--- src/sv/sbe_pkg.sv ---
// Shared types and constants of the stack bytecode executor.
`default_nettype none
package sbe_pkg;

  localparam int STACK_DEPTH_DEF = 64;
  localparam int CALL_DEPTH_DEF  = 16;
  localparam int DATA_WIDTH_DEF  = 32;
  localparam int PC_WIDTH_DEF    = 16;
  localparam int IMM_WIDTH       = 32;
  localparam int WIDE_STEP       = 2;
  localparam int QUEUE_DEPTH     = 2;

  typedef enum logic [4:0] {
    OP_PUSH = 5'd0,  OP_POP = 5'd1,  OP_NEG = 5'd2,  OP_NOT = 5'd3,
    OP_ADD  = 5'd4,  OP_SUB = 5'd5,  OP_MUL = 5'd6,  OP_DIV = 5'd7,
    OP_MOD  = 5'd8,  OP_CALL = 5'd9, OP_RET = 5'd10,
    OP_LT   = 5'd19, OP_LE = 5'd20,  OP_GT = 5'd21,  OP_GE = 5'd22,
    OP_NE   = 5'd24, OP_HALT = 5'd25
  } opcode_t;

  typedef enum logic [2:0] {
    ST_OK = 3'd0, ST_UNDERFLOW = 3'd1, ST_OVERFLOW = 3'd2, ST_TYPE = 3'd3,
    ST_DIV_ZERO = 3'd4, ST_UNSUPPORTED = 3'd5, ST_HALTED = 3'd6, ST_CALL_OVF = 3'd7
  } status_t;

  typedef enum logic [1:0] {
    TAG_INT = 2'd0, TAG_NIL = 2'd1, TAG_BOOL = 2'd2, TAG_OBJ = 2'd3
  } tag_t;

  typedef enum logic [3:0] {
    C_PUSH, C_POP, C_NEG, C_NOT, C_ALU, C_CMP, C_CALL, C_RET, C_HALT, C_BAD
  } op_class_t;

  typedef enum logic [3:0] {
    A_ADD, A_SUB, A_MUL, A_DIV, A_MOD, A_LT, A_LE, A_GT, A_GE, A_NE
  } alu_op_t;

  typedef enum logic [1:0] {MD_MUL, MD_DIV, MD_MOD} md_op_t;

  typedef enum logic [1:0] {B_IDLE, B_EXEC, B_MD} back_state_t;

  typedef struct packed {
    op_class_t cls;
    alu_op_t   alu;
  } cmd_ctl_t;

endpackage
`default_nettype wire

--- src/sv/sbe_ram.sv ---
// Generic single-port-write, single-port-read RAM with registered read.
`default_nettype none
module sbe_ram #(
  parameter int WIDTH = 8,
  parameter int DEPTH = 16
) (
  input  wire logic                     clk,
  input  wire logic                     we,
  input  wire logic [$clog2(DEPTH)-1:0] waddr,
  input  wire logic [WIDTH-1:0]         wdata,
  input  wire logic                     re,
  input  wire logic [$clog2(DEPTH)-1:0] raddr,
  output logic      [WIDTH-1:0]         rdata
);
  logic [WIDTH-1:0] mem [DEPTH];

  always_ff @(posedge clk) begin
    if (we) begin
      mem[waddr] <= wdata;
    end
    if (re) begin
      rdata <= mem[raddr];
    end
  end
endmodule
`default_nettype wire

--- src/sv/sbe_front.sv ---
// Front end: takes requests, decodes the opcode and queues them for the back end.
`default_nettype none
module sbe_front #(
  parameter int PC_WIDTH = sbe_pkg::PC_WIDTH_DEF
) (
  input  wire logic                                 clk,
  input  wire logic                                 rst_n,
  input  wire logic                                 in_valid,
  output logic                                      in_ready,
  input  wire logic [PC_WIDTH-1:0]                  in_pc,
  input  wire logic [4:0]                           in_opcode,
  input  wire logic signed [sbe_pkg::IMM_WIDTH-1:0] in_immediate,
  output logic                                      q_valid,
  input  wire logic                                 q_pop,
  output logic [PC_WIDTH-1:0]                       q_pc,
  output logic signed [sbe_pkg::IMM_WIDTH-1:0]      q_imm,
  output sbe_pkg::cmd_ctl_t                         q_ctl
);
  import sbe_pkg::*;

  localparam int PW = $clog2(QUEUE_DEPTH);
  localparam int CW = $clog2(QUEUE_DEPTH + 1);

  logic [PC_WIDTH-1:0]         pc_q  [QUEUE_DEPTH];
  logic signed [IMM_WIDTH-1:0] imm_q [QUEUE_DEPTH];
  cmd_ctl_t                    ctl_q [QUEUE_DEPTH];
  logic [PW-1:0] wr_ptr_r, wr_ptr_nxt, rd_ptr_r, rd_ptr_nxt;
  logic [CW-1:0] cnt_r, cnt_nxt;
  logic          push;
  cmd_ctl_t      dec;

  always_comb begin
    dec.cls = C_BAD;
    dec.alu = A_ADD;
    case (in_opcode)
      OP_PUSH: dec.cls = C_PUSH;
      OP_POP:  dec.cls = C_POP;
      OP_NEG:  dec.cls = C_NEG;
      OP_NOT:  dec.cls = C_NOT;
      OP_ADD:  begin dec.cls = C_ALU; dec.alu = A_ADD; end
      OP_SUB:  begin dec.cls = C_ALU; dec.alu = A_SUB; end
      OP_MUL:  begin dec.cls = C_ALU; dec.alu = A_MUL; end
      OP_DIV:  begin dec.cls = C_ALU; dec.alu = A_DIV; end
      OP_MOD:  begin dec.cls = C_ALU; dec.alu = A_MOD; end
      OP_LT:   begin dec.cls = C_CMP; dec.alu = A_LT; end
      OP_LE:   begin dec.cls = C_CMP; dec.alu = A_LE; end
      OP_GT:   begin dec.cls = C_CMP; dec.alu = A_GT; end
      OP_GE:   begin dec.cls = C_CMP; dec.alu = A_GE; end
      OP_NE:   begin dec.cls = C_CMP; dec.alu = A_NE; end
      OP_CALL: dec.cls = C_CALL;
      OP_RET:  dec.cls = C_RET;
      OP_HALT: dec.cls = C_HALT;
      default: dec.cls = C_BAD;
    endcase
  end

  assign in_ready = (cnt_r != CW'(QUEUE_DEPTH));
  assign push     = in_valid && in_ready;
  assign q_valid  = (cnt_r != '0);
  assign q_pc     = pc_q[rd_ptr_r];
  assign q_imm    = imm_q[rd_ptr_r];
  assign q_ctl    = ctl_q[rd_ptr_r];

  always_comb begin
    wr_ptr_nxt = push ? PW'(wr_ptr_r + 1'b1) : wr_ptr_r;
    rd_ptr_nxt = q_pop ? PW'(rd_ptr_r + 1'b1) : rd_ptr_r;
    cnt_nxt    = CW'(cnt_r + CW'(push) - CW'(q_pop));
  end

  always_ff @(posedge clk) begin
    if (!rst_n) begin
      wr_ptr_r <= '0;
      rd_ptr_r <= '0;
      cnt_r    <= '0;
    end else begin
      wr_ptr_r <= wr_ptr_nxt;
      rd_ptr_r <= rd_ptr_nxt;
      cnt_r    <= cnt_nxt;
    end
  end

  always_ff @(posedge clk) begin
    if (push) begin
      pc_q[wr_ptr_r]  <= in_pc;
      imm_q[wr_ptr_r] <= in_immediate;
      ctl_q[wr_ptr_r] <= dec;
    end
  end
endmodule
`default_nettype wire

--- src/sv/sbe_muldiv.sv ---
// Bit-serial multiply and signed truncating divide/modulo, one bit per cycle.
`default_nettype none
module sbe_muldiv #(
  parameter int DATA_WIDTH = sbe_pkg::DATA_WIDTH_DEF
) (
  input  wire logic                  clk,
  input  wire logic                  rst_n,
  input  wire logic                  start,
  input  wire sbe_pkg::md_op_t       op,
  input  wire logic [DATA_WIDTH-1:0] a,
  input  wire logic [DATA_WIDTH-1:0] b,
  output logic                       done,
  output logic [DATA_WIDTH-1:0]      result
);
  import sbe_pkg::*;

  localparam int W     = DATA_WIDTH;
  localparam int CNT_W = $clog2(DATA_WIDTH + 1);

  logic             busy_r, done_r;
  logic [CNT_W-1:0] cnt_r;
  logic [W:0]       acc_r;
  logic [W-1:0]     x_r, y_r;
  md_op_t           op_r;
  logic             negq_r, negr_r;
  logic [W:0]       rem_s;
  logic             fits;
  logic [W-1:0]     abs_a, abs_b;

  assign abs_a = a[W-1] ? W'(-a) : a;
  assign abs_b = b[W-1] ? W'(-b) : b;
  assign rem_s = {acc_r[W-1:0], x_r[W-1]};
  assign fits  = (rem_s >= {1'b0, y_r});
  assign done  = done_r;

  always_ff @(posedge clk) begin
    if (!rst_n) begin
      busy_r <= 1'b0;
      done_r <= 1'b0;
    end else if (start) begin
      busy_r <= 1'b1;
      done_r <= 1'b0;
    end else if (busy_r && cnt_r == CNT_W'(1)) begin
      busy_r <= 1'b0;
      done_r <= 1'b1;
    end
  end

  always_ff @(posedge clk) begin
    if (start) begin
      cnt_r  <= CNT_W'(DATA_WIDTH);
      op_r   <= op;
      acc_r  <= '0;
      negq_r <= a[W-1] ^ b[W-1];
      negr_r <= a[W-1];
      if (op == MD_MUL) begin
        x_r <= b;
        y_r <= a;
      end else begin
        x_r <= abs_a;
        y_r <= abs_b;
      end
    end else if (busy_r) begin
      cnt_r <= CNT_W'(cnt_r - 1'b1);
      if (op_r == MD_MUL) begin
        acc_r <= {1'b0, W'(acc_r[W-1:0] + (x_r[0] ? y_r : '0))};
        x_r   <= x_r >> 1;
        y_r   <= y_r << 1;
      end else begin
        // restoring step: quotient bits shift in at the bottom of x
        acc_r <= fits ? (rem_s - {1'b0, y_r}) : rem_s;
        x_r   <= {x_r[W-2:0], fits};
      end
    end
  end

  always_comb begin
    case (op_r)
      MD_MUL:  result = acc_r[W-1:0];
      MD_DIV:  result = negq_r ? W'(-x_r) : x_r;
      default: result = negr_r ? W'(-acc_r[W-1:0]) : acc_r[W-1:0];
    endcase
  end
endmodule
`default_nettype wire

--- src/sv/sbe_back.sv ---
// Back end: operand and call stacks, instruction execution and result register.
`default_nettype none
module sbe_back #(
  parameter int STACK_DEPTH = sbe_pkg::STACK_DEPTH_DEF,
  parameter int CALL_DEPTH  = sbe_pkg::CALL_DEPTH_DEF,
  parameter int DATA_WIDTH  = sbe_pkg::DATA_WIDTH_DEF,
  parameter int PC_WIDTH    = sbe_pkg::PC_WIDTH_DEF
) (
  input  wire logic                                 clk,
  input  wire logic                                 rst_n,
  input  wire logic                                 q_valid,
  output logic                                      q_pop,
  input  wire logic [PC_WIDTH-1:0]                  q_pc,
  input  wire logic signed [sbe_pkg::IMM_WIDTH-1:0] q_imm,
  input  wire sbe_pkg::cmd_ctl_t                    q_ctl,
  output logic                                      out_valid,
  input  wire logic                                 out_ready,
  output logic [2:0]                                out_status,
  output logic [PC_WIDTH-1:0]                       out_next_pc,
  output logic [1:0]                                out_top_tag,
  output logic signed [DATA_WIDTH-1:0]              out_top_value,
  output logic [$clog2(STACK_DEPTH+1)-1:0]          out_stack_depth,
  output logic [$clog2(CALL_DEPTH+1)-1:0]           out_frame_depth
);
  import sbe_pkg::*;

  localparam int SP_W = $clog2(STACK_DEPTH + 1);
  localparam int AW   = $clog2(STACK_DEPTH);
  localparam int FP_W = $clog2(CALL_DEPTH + 1);
  localparam int CAW  = $clog2(CALL_DEPTH);
  localparam int SW   = DATA_WIDTH + 2;
  localparam int CW   = PC_WIDTH + SP_W;

  back_state_t state_r, state_nxt;
  logic [SP_W-1:0]       sp_r, sp_nxt;
  logic [FP_W-1:0]       fp_r, fp_nxt;
  logic                  halted_r, halted_nxt;
  tag_t                  tos_tag_r, tos_tag_nxt;
  logic [DATA_WIDTH-1:0] tos_data_r, tos_data_nxt;
  logic [PC_WIDTH-1:0]         cur_pc_r;
  logic signed [IMM_WIDTH-1:0] cur_imm_r;
  cmd_ctl_t                    cur_ctl_r;
  logic                        out_valid_r;

  logic          s_we, s_re;
  logic [AW-1:0] s_waddr, s_raddr;
  logic [SW-1:0] s_wdata, s_rdata;
  logic           c_we;
  logic [CW-1:0]  c_wdata, c_rdata;

  logic                  md_start, md_done, md_need;
  md_op_t                md_op;
  logic [DATA_WIDTH-1:0] md_res;

  tag_t                  sec_tag;
  logic [DATA_WIDTH-1:0] sec_data, push_val, bin_res, neg_val;
  logic [PC_WIDTH-1:0]   pc1, pc2, ret_pc;
  logic [SP_W-1:0]       base;
  logic                  lt, gt, out_free, commit, cmd_done;
  status_t               st;
  logic [PC_WIDTH-1:0]   npc;

  // stack and call writes land only at the commit edge
  sbe_ram #(.WIDTH(SW), .DEPTH(STACK_DEPTH)) u_stack_ram (
    .clk(clk), .we(s_we && commit), .waddr(s_waddr), .wdata(s_wdata),
    .re(s_re), .raddr(s_raddr), .rdata(s_rdata)
  );

  sbe_ram #(.WIDTH(CW), .DEPTH(CALL_DEPTH)) u_call_ram (
    .clk(clk), .we(c_we && commit), .waddr(CAW'(fp_r)), .wdata(c_wdata),
    .re(s_re), .raddr(CAW'(fp_r - 1'b1)), .rdata(c_rdata)
  );

  sbe_muldiv #(.DATA_WIDTH(DATA_WIDTH)) u_muldiv (
    .clk(clk), .rst_n(rst_n), .start(md_start), .op(md_op),
    .a(sec_data), .b(tos_data_r), .done(md_done), .result(md_res)
  );

  // second entry from the top is read while the request is taken
  assign s_re     = (state_r == B_IDLE) && q_valid;
  assign s_raddr  = AW'(sp_r - SP_W'(2));
  assign q_pop    = s_re;
  assign sec_tag  = tag_t'(s_rdata[DATA_WIDTH+1:DATA_WIDTH]);
  assign sec_data = s_rdata[DATA_WIDTH-1:0];
  assign push_val = DATA_WIDTH'(cur_imm_r);
  assign neg_val  = DATA_WIDTH'(-tos_data_r);
  assign pc1      = PC_WIDTH'(cur_pc_r + 1'b1);
  assign pc2      = PC_WIDTH'(cur_pc_r + PC_WIDTH'(WIDE_STEP));
  assign ret_pc   = c_rdata[CW-1:SP_W];
  // the base frame's entry is never written; its base is zero
  assign base     = (fp_r == FP_W'(1)) ? '0 : c_rdata[SP_W-1:0];
  assign lt       = $signed(sec_data) < $signed(tos_data_r);
  assign gt       = $signed(tos_data_r) < $signed(sec_data);
  assign out_free = !out_valid_r || out_ready;
  assign md_need  = (cur_ctl_r.alu == A_MUL) || (cur_ctl_r.alu == A_DIV)
                    || (cur_ctl_r.alu == A_MOD);

  always_comb begin
    case (cur_ctl_r.alu)
      A_ADD:   bin_res = DATA_WIDTH'(sec_data + tos_data_r);
      A_SUB:   bin_res = DATA_WIDTH'(sec_data - tos_data_r);
      A_LT:    bin_res = DATA_WIDTH'(lt);
      A_LE:    bin_res = DATA_WIDTH'(!gt);
      A_GT:    bin_res = DATA_WIDTH'(gt);
      A_GE:    bin_res = DATA_WIDTH'(!lt);
      A_NE:    bin_res = DATA_WIDTH'(sec_data != tos_data_r);
      default: bin_res = md_res;
    endcase
    case (cur_ctl_r.alu)
      A_DIV:   md_op = MD_DIV;
      A_MOD:   md_op = MD_MOD;
      default: md_op = MD_MUL;
    endcase
  end

  // execution of the current request
  always_comb begin
    st           = ST_OK;
    npc          = cur_pc_r;
    sp_nxt       = sp_r;
    fp_nxt       = fp_r;
    halted_nxt   = halted_r;
    tos_tag_nxt  = tos_tag_r;
    tos_data_nxt = tos_data_r;
    s_we         = 1'b0;
    s_waddr      = AW'(sp_r - 1'b1);
    s_wdata      = {TAG_INT, tos_data_r};
    c_we         = 1'b0;
    c_wdata      = {pc2, sp_r};
    md_start     = 1'b0;
    if (halted_r) begin
      st = ST_HALTED;
    end else begin
      case (cur_ctl_r.cls)
        C_PUSH: begin
          if (sp_r == SP_W'(STACK_DEPTH)) begin
            st = ST_OVERFLOW;
          end else begin
            s_we         = 1'b1;
            s_waddr      = AW'(sp_r);
            s_wdata      = {TAG_INT, push_val};
            tos_tag_nxt  = TAG_INT;
            tos_data_nxt = push_val;
            sp_nxt       = SP_W'(sp_r + 1'b1);
            npc          = pc2;
          end
        end
        C_POP: begin
          if (sp_r == '0) begin
            st = ST_UNDERFLOW;
          end else begin
            tos_tag_nxt  = sec_tag;
            tos_data_nxt = sec_data;
            sp_nxt       = SP_W'(sp_r - 1'b1);
            npc          = pc1;
          end
        end
        C_NEG: begin
          if (sp_r == '0) begin
            st = ST_UNDERFLOW;
          end else begin
            s_we         = 1'b1;
            s_wdata      = {TAG_INT, neg_val};
            tos_tag_nxt  = TAG_INT;
            tos_data_nxt = neg_val;
            npc          = pc1;
          end
        end
        C_NOT: begin
          if (sp_r == '0) begin
            st = ST_UNDERFLOW;
          end else if (tos_tag_r != TAG_BOOL) begin
            st = ST_TYPE;
          end else begin
            s_we         = 1'b1;
            s_wdata      = {TAG_BOOL, DATA_WIDTH'(tos_data_r == '0)};
            tos_data_nxt = DATA_WIDTH'(tos_data_r == '0);
            npc          = pc1;
          end
        end
        C_ALU, C_CMP: begin
          if (sp_r < SP_W'(2)) begin
            st = ST_UNDERFLOW;
          end else if (cur_ctl_r.cls == C_ALU
                       && (sec_tag != TAG_INT || tos_tag_r != TAG_INT)) begin
            st = ST_TYPE;
          end else if ((cur_ctl_r.alu == A_DIV || cur_ctl_r.alu == A_MOD)
                       && tos_data_r == '0) begin
            st = ST_DIV_ZERO;
          end else if (md_need && state_r == B_EXEC) begin
            md_start = 1'b1;
          end else begin
            s_we         = 1'b1;
            s_waddr      = AW'(sp_r - SP_W'(2));
            tos_tag_nxt  = (cur_ctl_r.cls == C_CMP) ? TAG_BOOL : TAG_INT;
            s_wdata      = {tos_tag_nxt, bin_res};
            tos_data_nxt = bin_res;
            sp_nxt       = SP_W'(sp_r - 1'b1);
            npc          = pc1;
          end
        end
        C_CALL: begin
          if (fp_r == FP_W'(CALL_DEPTH)) begin
            st = ST_CALL_OVF;
          end else begin
            c_we   = 1'b1;
            fp_nxt = FP_W'(fp_r + 1'b1);
            npc    = PC_WIDTH'(cur_imm_r);
          end
        end
        C_RET: begin
          if (sp_r > base) begin
            s_we    = 1'b1;
            s_waddr = AW'(base);
            s_wdata = {tos_tag_r, tos_data_r};
            sp_nxt  = SP_W'(base + 1'b1);
          end
          if (fp_r <= FP_W'(1)) begin
            halted_nxt = 1'b1;
            st         = ST_HALTED;
          end else begin
            npc    = ret_pc;
            fp_nxt = FP_W'(fp_r - 1'b1);
          end
        end
        C_HALT: begin
          halted_nxt = 1'b1;
          st         = ST_HALTED;
        end
        default: st = ST_UNSUPPORTED;
      endcase
    end
  end

  assign cmd_done = ((state_r == B_EXEC) && !md_start) || ((state_r == B_MD) && md_done);
  assign commit   = cmd_done && out_free;

  always_comb begin
    state_nxt = state_r;
    case (state_r)
      B_IDLE:  if (q_valid) state_nxt = B_EXEC;
      B_EXEC: begin
        if (md_start) begin
          state_nxt = B_MD;
        end else if (commit) begin
          state_nxt = B_IDLE;
        end
      end
      B_MD:    if (commit) state_nxt = B_IDLE;
      default: state_nxt = B_IDLE;
    endcase
  end

  always_ff @(posedge clk) begin
    if (!rst_n) begin
      state_r     <= B_IDLE;
      sp_r        <= '0;
      fp_r        <= FP_W'(1);
      halted_r    <= 1'b0;
      out_valid_r <= 1'b0;
    end else begin
      state_r     <= state_nxt;
      out_valid_r <= commit || (out_valid_r && !out_ready);
      if (commit) begin
        sp_r     <= sp_nxt;
        fp_r     <= fp_nxt;
        halted_r <= halted_nxt;
      end
    end
  end

  always_ff @(posedge clk) begin
    if (s_re) begin
      cur_pc_r  <= q_pc;
      cur_imm_r <= q_imm;
      cur_ctl_r <= q_ctl;
    end
    if (commit) begin
      tos_tag_r       <= tos_tag_nxt;
      tos_data_r      <= tos_data_nxt;
      out_status      <= st;
      out_next_pc     <= npc;
      out_stack_depth <= sp_nxt;
      out_frame_depth <= fp_nxt;
      if (sp_nxt == '0) begin
        out_top_tag   <= TAG_NIL;
        out_top_value <= '0;
      end else begin
        out_top_tag   <= tos_tag_nxt;
        out_top_value <= tos_data_nxt;
      end
    end
  end

  assign out_valid = out_valid_r;
endmodule
`default_nettype wire

--- src/sv/stack_bytecode_executor.sv ---
// Top level of the stack bytecode executor.
// Runs one stack-machine instruction per request and returns one result per request.
// Input channel in_*: pc, opcode and immediate, taken when in_valid and in_ready are high.
// Output channel out_*: status, next pc, top-of-stack tag/value, stack and frame depth.
// A two-entry queue holds decoded requests ahead of execution; in_ready drops only
// when both entries wait on a busy back end or a held result.
// A request passes through the queue, the operand read and execute before its result.
// The back end takes no new request before the current one commits: the operand stack
// RAM read is followed by the execute/write step. Multiply, divide and modulo go through
// a bit-serial unit.
// When out_ready is low the finished result is held in the output register;
// execution of the next instruction waits only at its commit point.
// Reset: empty operand stack, base frame only, not halted, queue empty.
// After a halt every request reports the halted status until reset.
`default_nettype none
module stack_bytecode_executor #(
  parameter int STACK_DEPTH = sbe_pkg::STACK_DEPTH_DEF,
  parameter int CALL_DEPTH  = sbe_pkg::CALL_DEPTH_DEF,
  parameter int DATA_WIDTH  = sbe_pkg::DATA_WIDTH_DEF,
  parameter int PC_WIDTH    = sbe_pkg::PC_WIDTH_DEF
) (
  input  wire logic                                 clk,
  input  wire logic                                 rst_n,
  input  wire logic                                 in_valid,
  output logic                                      in_ready,
  input  wire logic [PC_WIDTH-1:0]                  in_pc,
  input  wire logic [4:0]                           in_opcode,
  input  wire logic signed [sbe_pkg::IMM_WIDTH-1:0] in_immediate,
  output logic                                      out_valid,
  input  wire logic                                 out_ready,
  output logic [2:0]                                out_status,
  output logic [PC_WIDTH-1:0]                       out_next_pc,
  output logic [1:0]                                out_top_tag,
  output logic signed [DATA_WIDTH-1:0]              out_top_value,
  output logic [$clog2(STACK_DEPTH+1)-1:0]          out_stack_depth,
  output logic [$clog2(CALL_DEPTH+1)-1:0]           out_frame_depth
);
  import sbe_pkg::*;

  logic                        q_valid, q_pop;
  logic [PC_WIDTH-1:0]         q_pc;
  logic signed [IMM_WIDTH-1:0] q_imm;
  cmd_ctl_t                    q_ctl;

  sbe_front #(.PC_WIDTH(PC_WIDTH)) u_front (
    .clk(clk), .rst_n(rst_n),
    .in_valid(in_valid), .in_ready(in_ready), .in_pc(in_pc),
    .in_opcode(in_opcode), .in_immediate(in_immediate),
    .q_valid(q_valid), .q_pop(q_pop), .q_pc(q_pc), .q_imm(q_imm), .q_ctl(q_ctl)
  );

  sbe_back #(
    .STACK_DEPTH(STACK_DEPTH), .CALL_DEPTH(CALL_DEPTH),
    .DATA_WIDTH(DATA_WIDTH), .PC_WIDTH(PC_WIDTH)
  ) u_back (
    .clk(clk), .rst_n(rst_n),
    .q_valid(q_valid), .q_pop(q_pop), .q_pc(q_pc), .q_imm(q_imm), .q_ctl(q_ctl),
    .out_valid(out_valid), .out_ready(out_ready), .out_status(out_status),
    .out_next_pc(out_next_pc), .out_top_tag(out_top_tag),
    .out_top_value(out_top_value), .out_stack_depth(out_stack_depth),
    .out_frame_depth(out_frame_depth)
  );

`ifndef NO_ASSERTIONS
  a_empty_nil: assert property (@(posedge clk) disable iff (!rst_n)
    out_valid && out_stack_depth == '0 |-> out_top_tag == TAG_NIL && out_top_value == '0)
    else $error("empty stack must show nil");

  a_depth_range: assert property (@(posedge clk) disable iff (!rst_n)
    out_valid |-> out_stack_depth <= ($clog2(STACK_DEPTH+1))'(STACK_DEPTH)
                  && out_frame_depth != '0
                  && out_frame_depth <= ($clog2(CALL_DEPTH+1))'(CALL_DEPTH))
    else $error("stack or frame depth out of range");

  a_halt_sticky: assert property (@(posedge clk) disable iff (!rst_n)
    out_valid && out_ready && out_status == ST_HALTED ##1 out_valid
      |-> out_status == ST_HALTED)
    else $error("halt did not persist");
`endif
endmodule
`default_nettype wire
--- config.mk ---
export PLATFORM = sky130hd
export DESIGN_NAME = stack_bytecode_executor
export DESIGN_NICKNAME = d
export VERILOG_FILES = /design/src/sv/sbe_pkg.sv /design/src/sv/sbe_ram.sv /design/src/sv/sbe_front.sv /design/src/sv/sbe_muldiv.sv /design/src/sv/sbe_back.sv /design/src/sv/stack_bytecode_executor.sv
export SDC_FILE = /design/constraint.sdc
export NUM_CORES = 2
export LEC_CHECK = 0
export BUFFER_PORTS_ARGS = -buffer_cell sky130_fd_sc_hd__buf_2
export CAP_MARGIN = 20
export CELL_PAD_IN_SITES_DETAIL_PLACEMENT = 1
export CELL_PAD_IN_SITES_GLOBAL_PLACEMENT = 1
export CORE_UTILIZATION = 50
export DETAILED_ROUTE_END_ITERATION = 10
export HOLD_SLACK_MARGIN = 0.1
export PLACE_DENSITY = 0.76
export SYNTH_ARGS = -nofsm -noshare
export SYNTH_HDL_FRONTEND = slang
export SYNTH_SLANG_ARGS = --single-unit
export TNS_END_PERCENT = 30
--- constraint.sdc ---
create_clock -name clk -period 10.7 [get_ports clk]
set_input_delay 2.14 -clock clk [delete_from_list [all_inputs] [get_ports clk]]
set_output_delay 2.14 -clock clk [all_outputs]
set_load 0.02 [all_outputs]
* After elaboration in Yosys (flattened, before gate mapping)
Memories as Yosys holds them, arrays and structs flattened. A register that Yosys moved wholly into a read port is not among the register bits.
Cells that the tools add are included.
W data, S select, Z words.
** Cells by class
- Add/subtract/negate cells :: 21
- Order comparisons :: 6
- Eq/ne operators :: 44
- Muxes and demuxes :: 131
- Bitwise operators :: 2
- Reduce and logical (&&, ||, !) cells :: 45
** Operator list (number)
- $mux W32 :: 27
- $mux W34 :: 8
- $pmux W32 S7 :: 1
- $mux W16 :: 11
- $pmux W34 S5 :: 1
- $pmux W32 S5 :: 1
- $neg A32 Y32 :: 4
- $pmux W16 S6 :: 1
- $pmux W4 S9 :: 2
- $add A32 B32 Y32 :: 2
- $lt A32 B32 Y1 :: 2
- $pmux W32 S2 :: 1
- $sub A32 B32 Y32 :: 2
- $mux W7 :: 9
- $mux W6 :: 7
- $eq A5 B5 Y1 const B :: 7
- $ge A33 B32 Y1 :: 1
- $eq A4 B3 Y1 const B :: 8
- $logic_not A32 Y1 :: 1
- $ne A32 B32 Y1 :: 1
- $mux W1 :: 30
- $mux W2 :: 14
- $pmux W7 S4 :: 1
- $pmux W3 S7 :: 1
- other kinds (49) :: 106
** Word-level totals
- Register bits after elaboration :: 227
- Bits in writable memories :: 2656
- Logic and storage cells :: 279
- Memories :: 5
** Memories
- u_back.u_stack_ram.mem :: words 64, bits a word 34, rd ports 1, clocked after memory_dff 1, wr ports 1, RTL line sbe_ram.sv:15 : logic [WIDTH-1:0] mem [DEPTH];
- u_back.u_call_ram.mem :: words 16, bits a word 23, rd ports 1, clocked after memory_dff 1, wr ports 1, RTL line sbe_ram.sv:15
- u_front.imm_q :: words 2, bits a word 32, rd ports 1, clocked after memory_dff 1, wr ports 1, RTL line sbe_front.sv:25 : logic signed [IMM_WIDTH-1:0] imm_q [QUEUE_DEPTH];
- u_front.pc_q :: words 2, bits a word 16, rd ports 1, clocked after memory_dff 1, wr ports 1, RTL line sbe_front.sv:24 : logic [PC_WIDTH-1:0] pc_q [QUEUE_DEPTH];
- u_front.ctl_q :: words 2, bits a word 8, rd ports 1, clocked after memory_dff 1, wr ports 1, RTL line sbe_front.sv:26 : cmd_ctl_t ctl_q [QUEUE_DEPTH];

* Logic depth before layout (Yosys ltp)
- Depth in word-level cells :: 17
- Depth in mapped cells :: 19
- Mapped depth without buffers :: 16

* Cells and area by module
From an unflattened synthesis, not the netlist that was laid out.
** Second synthesis, totals
- Cells, all modules :: 8231
- Area, all modules :: 131547.4 µm²
** Modules (own cells, without submodules)
- sbe_ram at u_back.u_stack_ram :: times used 1, cells each 3767, area an instance 84021.8 µm², sequential area each 66363.6 µm²
- sbe_back :: times used 1, cells each 2058, area an instance 16488.3 µm², sequential area each 4974.8 µm²
- sbe_ram at u_back.u_call_ram :: times used 1, cells each 608, area an instance 14538.9 µm², sequential area each 11741.3 µm²
- sbe_muldiv :: times used 1, cells each 1561, area an instance 11995.3 µm², sequential area each 2842.7 µm²
- sbe_front :: times used 1, cells each 237, area an instance 4503.1 µm², sequential area each 3463.3 µm²

* Least setup slack after synthesis
Ideal clock, no wire load.
- Path type :: register to register
- Start point :: register u_back.state_r[0]
- End point :: register u_front.cnt_r[1]
- Library setup time :: 115 ps
- Arrival time :: 9833 ps
- Required time :: 10585 ps
- Path slack :: 753 ps
- Cell stages (with the launch flop) :: 8
- Period minus slack after synthesis :: 9947 ps
- Cells stage by stage :: dfxtp_1 -> nor3_1 -> ha_1 -> inv_1 -> ha_1 -> xnor2_1 -> xnor2_1 -> and2_1
** Between the ends
- Longest elaborated chain between the ends :: 3
** RTL lines
- start, declared :: RTL line sbe_back.sv:34 : back_state_t state_r, state_nxt;
- start signal, assigned :: RTL line sbe_back.sv:262 : state_r <= state_nxt;
- $logic_not A2 Y1 :: RTL line sbe_back.sv:80 : assign s_re = (state_r == B_IDLE) && q_valid;
- $logic_and A1 B1 Y1 :: RTL line sbe_back.sv:80
- net q_pop :: RTL line stack_bytecode_executor.sv:40 : logic q_valid, q_pop;
- $sub A2 B1 Y2 :: RTL line sbe_front.sv:67 : cnt_nxt = CW'(cnt_r + CW'(push) - CW'(q_pop));
- end signal, assigned :: RTL line sbe_front.sv:78 : cnt_r <= cnt_nxt;
- end, declared :: RTL line sbe_front.sv:28 : logic [CW-1:0] cnt_r, cnt_nxt;
The timed path passes the listed nets, and every way through them passes these cells.
A chain may end at the register's enable or synchronous reset.

* Final worst setup path
- Start point :: register u_back.tos_data_r[1]
- End point :: memory u_back.u_stack_ram.mem[18][28] (netlist bit), enable pin
** Between the ends
- Longest elaborated chain between the ends :: 14
- Elaborated cells on any way between the ends :: 24
** RTL lines
- start, declared :: RTL line sbe_back.sv:39 : logic [DATA_WIDTH-1:0] tos_data_r, tos_data_nxt;
- start signal, assigned :: RTL line sbe_back.sv:280 : tos_data_r <= tos_data_nxt;
- $logic_not A32 Y1 * :: RTL line sbe_back.sv:188 : && tos_data_r == '0) begin
- $logic_and A1 B1 Y1 * :: RTL line sbe_back.sv:188
- $mux W1 :: RTL line sbe_back.sv:187 : end else if ((cur_ctl_r.alu == A_DIV || cur_ctl_r.alu == A_MOD)
- $mux W1 :: RTL line sbe_back.sv:184 : end else if (cur_ctl_r.cls == C_ALU
- $mux W1 :: RTL line sbe_back.sv:182 : if (sp_r < SP_W'(2)) begin
- $mux W1 :: RTL line sbe_back.sv:134 : case (cur_ctl_r.cls)
- $mux W1 :: RTL line sbe_back.sv:131 : if (halted_r) begin
- $logic_not A1 Y1 :: RTL line sbe_back.sv:235 : assign cmd_done = ((state_r == B_EXEC) && !md_start) || ((state_r == B_MD) && md_done);
- $logic_and A1 B1 Y1 :: RTL line sbe_back.sv:235
- $logic_or A1 B1 Y1 :: RTL line sbe_back.sv:235
- $logic_and A1 B1 Y1 :: RTL line sbe_back.sv:236 : assign commit = cmd_done && out_free;
- $logic_and A1 B1 Y1 :: RTL line sbe_back.sv:65 : .clk(clk), .we(s_we && commit), .waddr(s_waddr), .wdata(s_wdata),
- $mux W1 :: RTL line sbe_ram.sv:18 : if (we) begin
- $mux W1 (not written as such) :: RTL line sbe_ram.sv:19 : mem[waddr] <= wdata;
- end, declared :: RTL line sbe_ram.sv:15
Every way passes the cells marked *; elsewhere a longest branch is shown, timed or not.

==> flow_summary.json <==
{
  "status": "completed",
  "n_fill_cell": 23028,
  "max-cap-violations": 0,
  "reg2regPathDepth": 17,
  "ant_nets": 0,
  "yosysSeqAreaShare_pct": 68.6,
  "hold_viol": 0,
  "max_stage_delay_ps": 830,
  "numClockSinks": 2996,
  "power.internal_uw": 26100,
  "timing.rr.start": "u_back.tos_data_r[1]",
  "post-cts-setup-buffers": 0,
  "synth_cell_types": 98,
  "route.detailed.drc": 0,
  "routed_wl_microns": 415000,
  "p_leak_uw": 0.0469,
  "core_area_sq_um": 258000,
  "pwr-share-seq_pct": 39.2,
  "synthTopCellsByArea": "edfxtp_1, mux4_2, ha_1",
  "startpoint": "u_back.tos_data_r[1]",
  "synth_top_area_share_pct": 67.7,
  "final_area_sq_um": 146000,
  "drtPass1Iterations": 6,
  "synth.net_count": 7819,
  "criticalPathCategory": "flop to flop",
  "start_util_pct": 50.5,
  "dieWidth_microns": 512,
  "grt_pass1_wl_microns": 589000,
  "cts_tree": "done",
  "relSlewSlack_pct": 15.5,
  "start_kind": "flop",
  "syn_to_final_growth_pct": 12.4,
  "period_needed_ps": 8320,
  "syn_area_per_cell_sq_um": 17.2,
  "grt_util_met2_pct": 50.9,
  "hp-class": "flop to flop",
  "netlist_area_sq_um": 130000,
  "comb_power_share_pct": 35.4,
  "fp-row-count": 186,
  "worstSkewPairLatency_ps": 900,
  "hold_depth": 2,
  "setup_viol": 0,
  "grt_overflow": 0,
  "routabilityCongestion": 0.969,
  "cts_buffers": 316,
  "cp.arrival_ps": 8830,
  "nets": 8047,
  "min_from": "u_back.u_muldiv.cnt_r[5]",
  "grtUsageMet1_pct": 41.8,
  "ctsHtreeMaxLevel": 5,
  "slowest_stage": "nor2_4",
  "ys_warn_count": 0,
  "synth-edff-count": 2936,
  "cts_resized": 0,
  "final.setup_skew_ps": 63.3,
  "power.share.clock_pct": 25.4,
  "setup.worst_path.end_class": "flop",
  "clockBufferDepth": 4,
  "sw_frac_of_total_pct": 37.8,
  "dieArea_sq_um": 262000,
  "p_sw_uw": 15900,
  "cp.required_ps": 11220,
  "grt_start_max_net_pins": 132,
  "synth.ff_latch_count": 2996,
  "tightest_slew_ps": 1260,
  "slew_viol_final": 0,
  "ios": 124,
  "post_dp_cell_area_sq_um": 136000,
  "async_flop_share_pct": 0,
  "r2r_setup_slack_ps": 2380,
  "rsz0062_at_grt": "false",
  "yosys_most_used_dff": "edfxtp_1",
  "crit_chain": "inv_1 -> ha_1 -> nor3b_2 -> and4_1 -> nand4_1 -> nand4b_1 -> buf_12 -> inv_2 -> o22ai_1 -> nand2b_1 -> buf_4 -> inv_4 -> nand3_1 -> nor2_1 -> nand3_1 -> nor2_4 -> buf_4",
  "busiest_layer": "met2",
  "grt_use_total_pct": 31.5,
  "num_vias": 77800,
  "min_to": "u_back.u_muldiv.cnt_r[5]",
  "worstPathMaxFanout": 119,
  "drt-vias-per-instance": 6.80,
  "final_common_cell": "edfxtp_1",
  "path_buf_inv": 6,
  "peakVddDrop_uv": 224,
  "mostFrequentLayoutCells": "edfxtp_1, mux4_2, nand2_1",
  "syn_inst": 7571,
  "use_met3_pct": 5.83,
  "drive_above_1_share_pct": 23.1,
  "grt_pass1_vias": 78676,
  "cp_top_family": "simple AND/OR/NAND/NOR gates",
  "antenna_found_initial": 43,
  "avgRoutedWirePerCell_microns": 36.3,
  "dieHeight_microns": 512,
  "fmax_ghz": 0.120,
  "cellPowerDensity_nw_per_um2": 287,
  "io_buffers": 123,
  "drt_iter0_markers": 10079,
  "holdBufCountCts": 0,
  "fin_crit_sh_pct": 77.7,
  "dp_hpwl_microns": 259000,
  "r2r_end": "u_back.u_stack_ram.mem[18][28]",
  "fin_tns_setup_ps": 0,
  "path_clk_slew_ps": 70,
  "yosysTopAreaCell": "edfxtp_1",
  "ctsRootBufferMaster": "clkbuf_16"
}
==> worst max path at each step <==
stage | endpoint | cells after the start
after floorplan | u_front.cnt_r[1] | 7
after global placement | u_back.u_stack_ram.mem[54][1] | 16
after detailed placement | u_back.u_stack_ram.mem[22][12] | 17
after CTS | u_back.u_stack_ram.mem[18][19] | 17
after global routing | u_back.u_stack_ram.mem[18][19] | 17
final | u_back.u_stack_ram.mem[18][28] | 17
==> sequential cells by signal, summed over array words and instances, names as in the netlist, 23 cells and up <==
| name | count |
|---|---|
| u_back.u_stack_ram.mem | 2176 |
| u_back.u_call_ram.mem | 368 |
| u_front.imm_q | 64 |
| u_back.u_stack_ram.rdata | 34 |
| u_back.cur_imm_r | 32 |
| u_back.out_top_value | 32 |
| u_back.tos_data_r | 32 |
| u_back.u_muldiv.acc_r | 32 |
| u_back.u_muldiv.x_r | 32 |
| u_back.u_muldiv.y_r | 32 |
| u_front.pc_q | 32 |
| u_back.u_call_ram.rdata | 23 |
==> stage by stage <==
step	util [%]	hold slack, ps	cells	power, uW	worst slack [ps]
floorplan	-	457	7571	24700	753
global placement	52.6	486	10824	30500	3160
detailed placement	52.8	484	10854	31000	2830
CTS	56.6	499	11416	41700	2660
global route	56.7	559	11430	43000	2270
finish	56.7	497	11440	41900	2380
==> power by group through the flow <==
stage                     registers, uW  clock network, uW  logic, uW
final                             16500              10600      14800
after global routing              16500              11100      15400
after CTS                         16400              10800      14600
after detailed placement          16600                  0      14400
after global placement            16600                  0      13900
after floorplan                   16300                  0       8340
==> cells by family (layout without fill, tap and decap cells) <==
family	count (synthesis)	in the layout	share of synthesized area, %
muxes	911	911	14.9
buffers and inverters	621	1093	1.83
AOI/OAI and AO/OA	1265	1265	6.43
adders and majority gates	191	191	1.86
other	0	13	0
DFF	2996	2996	68.6
xor gates and xnor gates	196	196	1.32
and+or+nand+nor	1391	1391	5.00
==> worst reg2reg max path: stages, from the launching register on <==
cell and delay, ps:
edfxtp_1 600, inv_1 230, ha_1 270, nor3b_2 400
and4_1 580, nand4_1 350, nand4b_1 280, buf_12 440
inv_2 550, o22ai_1 330, nand2b_1 100, buf_4 230
inv_4 410, nand3_1 580, nor2_1 540, nand3_1 700
nor2_4 840, buf_4 490
==> area by class of cell <==
type | count | area, sq um | area share, %
Multi-Input combinational cell | 3954 | 39300 | 26.9
Sequential cell | 2996 | 89400 | 61.1
Tap cell | 3384 | 4230 | 2.89
Timing Repair Buffer | 339 | 2830 | 1.94
Clock inverter | 181 | 1490 | 1.02
Inverter | 192 | 723 | 0.494
Antenna cell | 13 | 32.5 | 0.0222
Clock buffer | 381 | 8300 | 5.67
==> routing by layer <==
layer	vias to the layer above	routed length, microns
li1	31127	-
met1	40900	155000
met2	4781	200000
met3	954	38800
met4	38	20900
met5	-	263
==> synthesized netlist by cell type (all sizes together) (96+ instances only) <==
| library cell | count |
|---|---|
| nor2 | 410 |
| nor3 | 96 |
| ha | 187 |
| clkbuf | 334 |
| xnor2 | 141 |
| nand2 | 444 |
| a21oi | 307 |
| inv | 191 |
| mux4 | 817 |
| edfxtp | 2936 |
| o21ai | 276 |
| nand3 | 99 |
(Power assumes the default switching activity.)
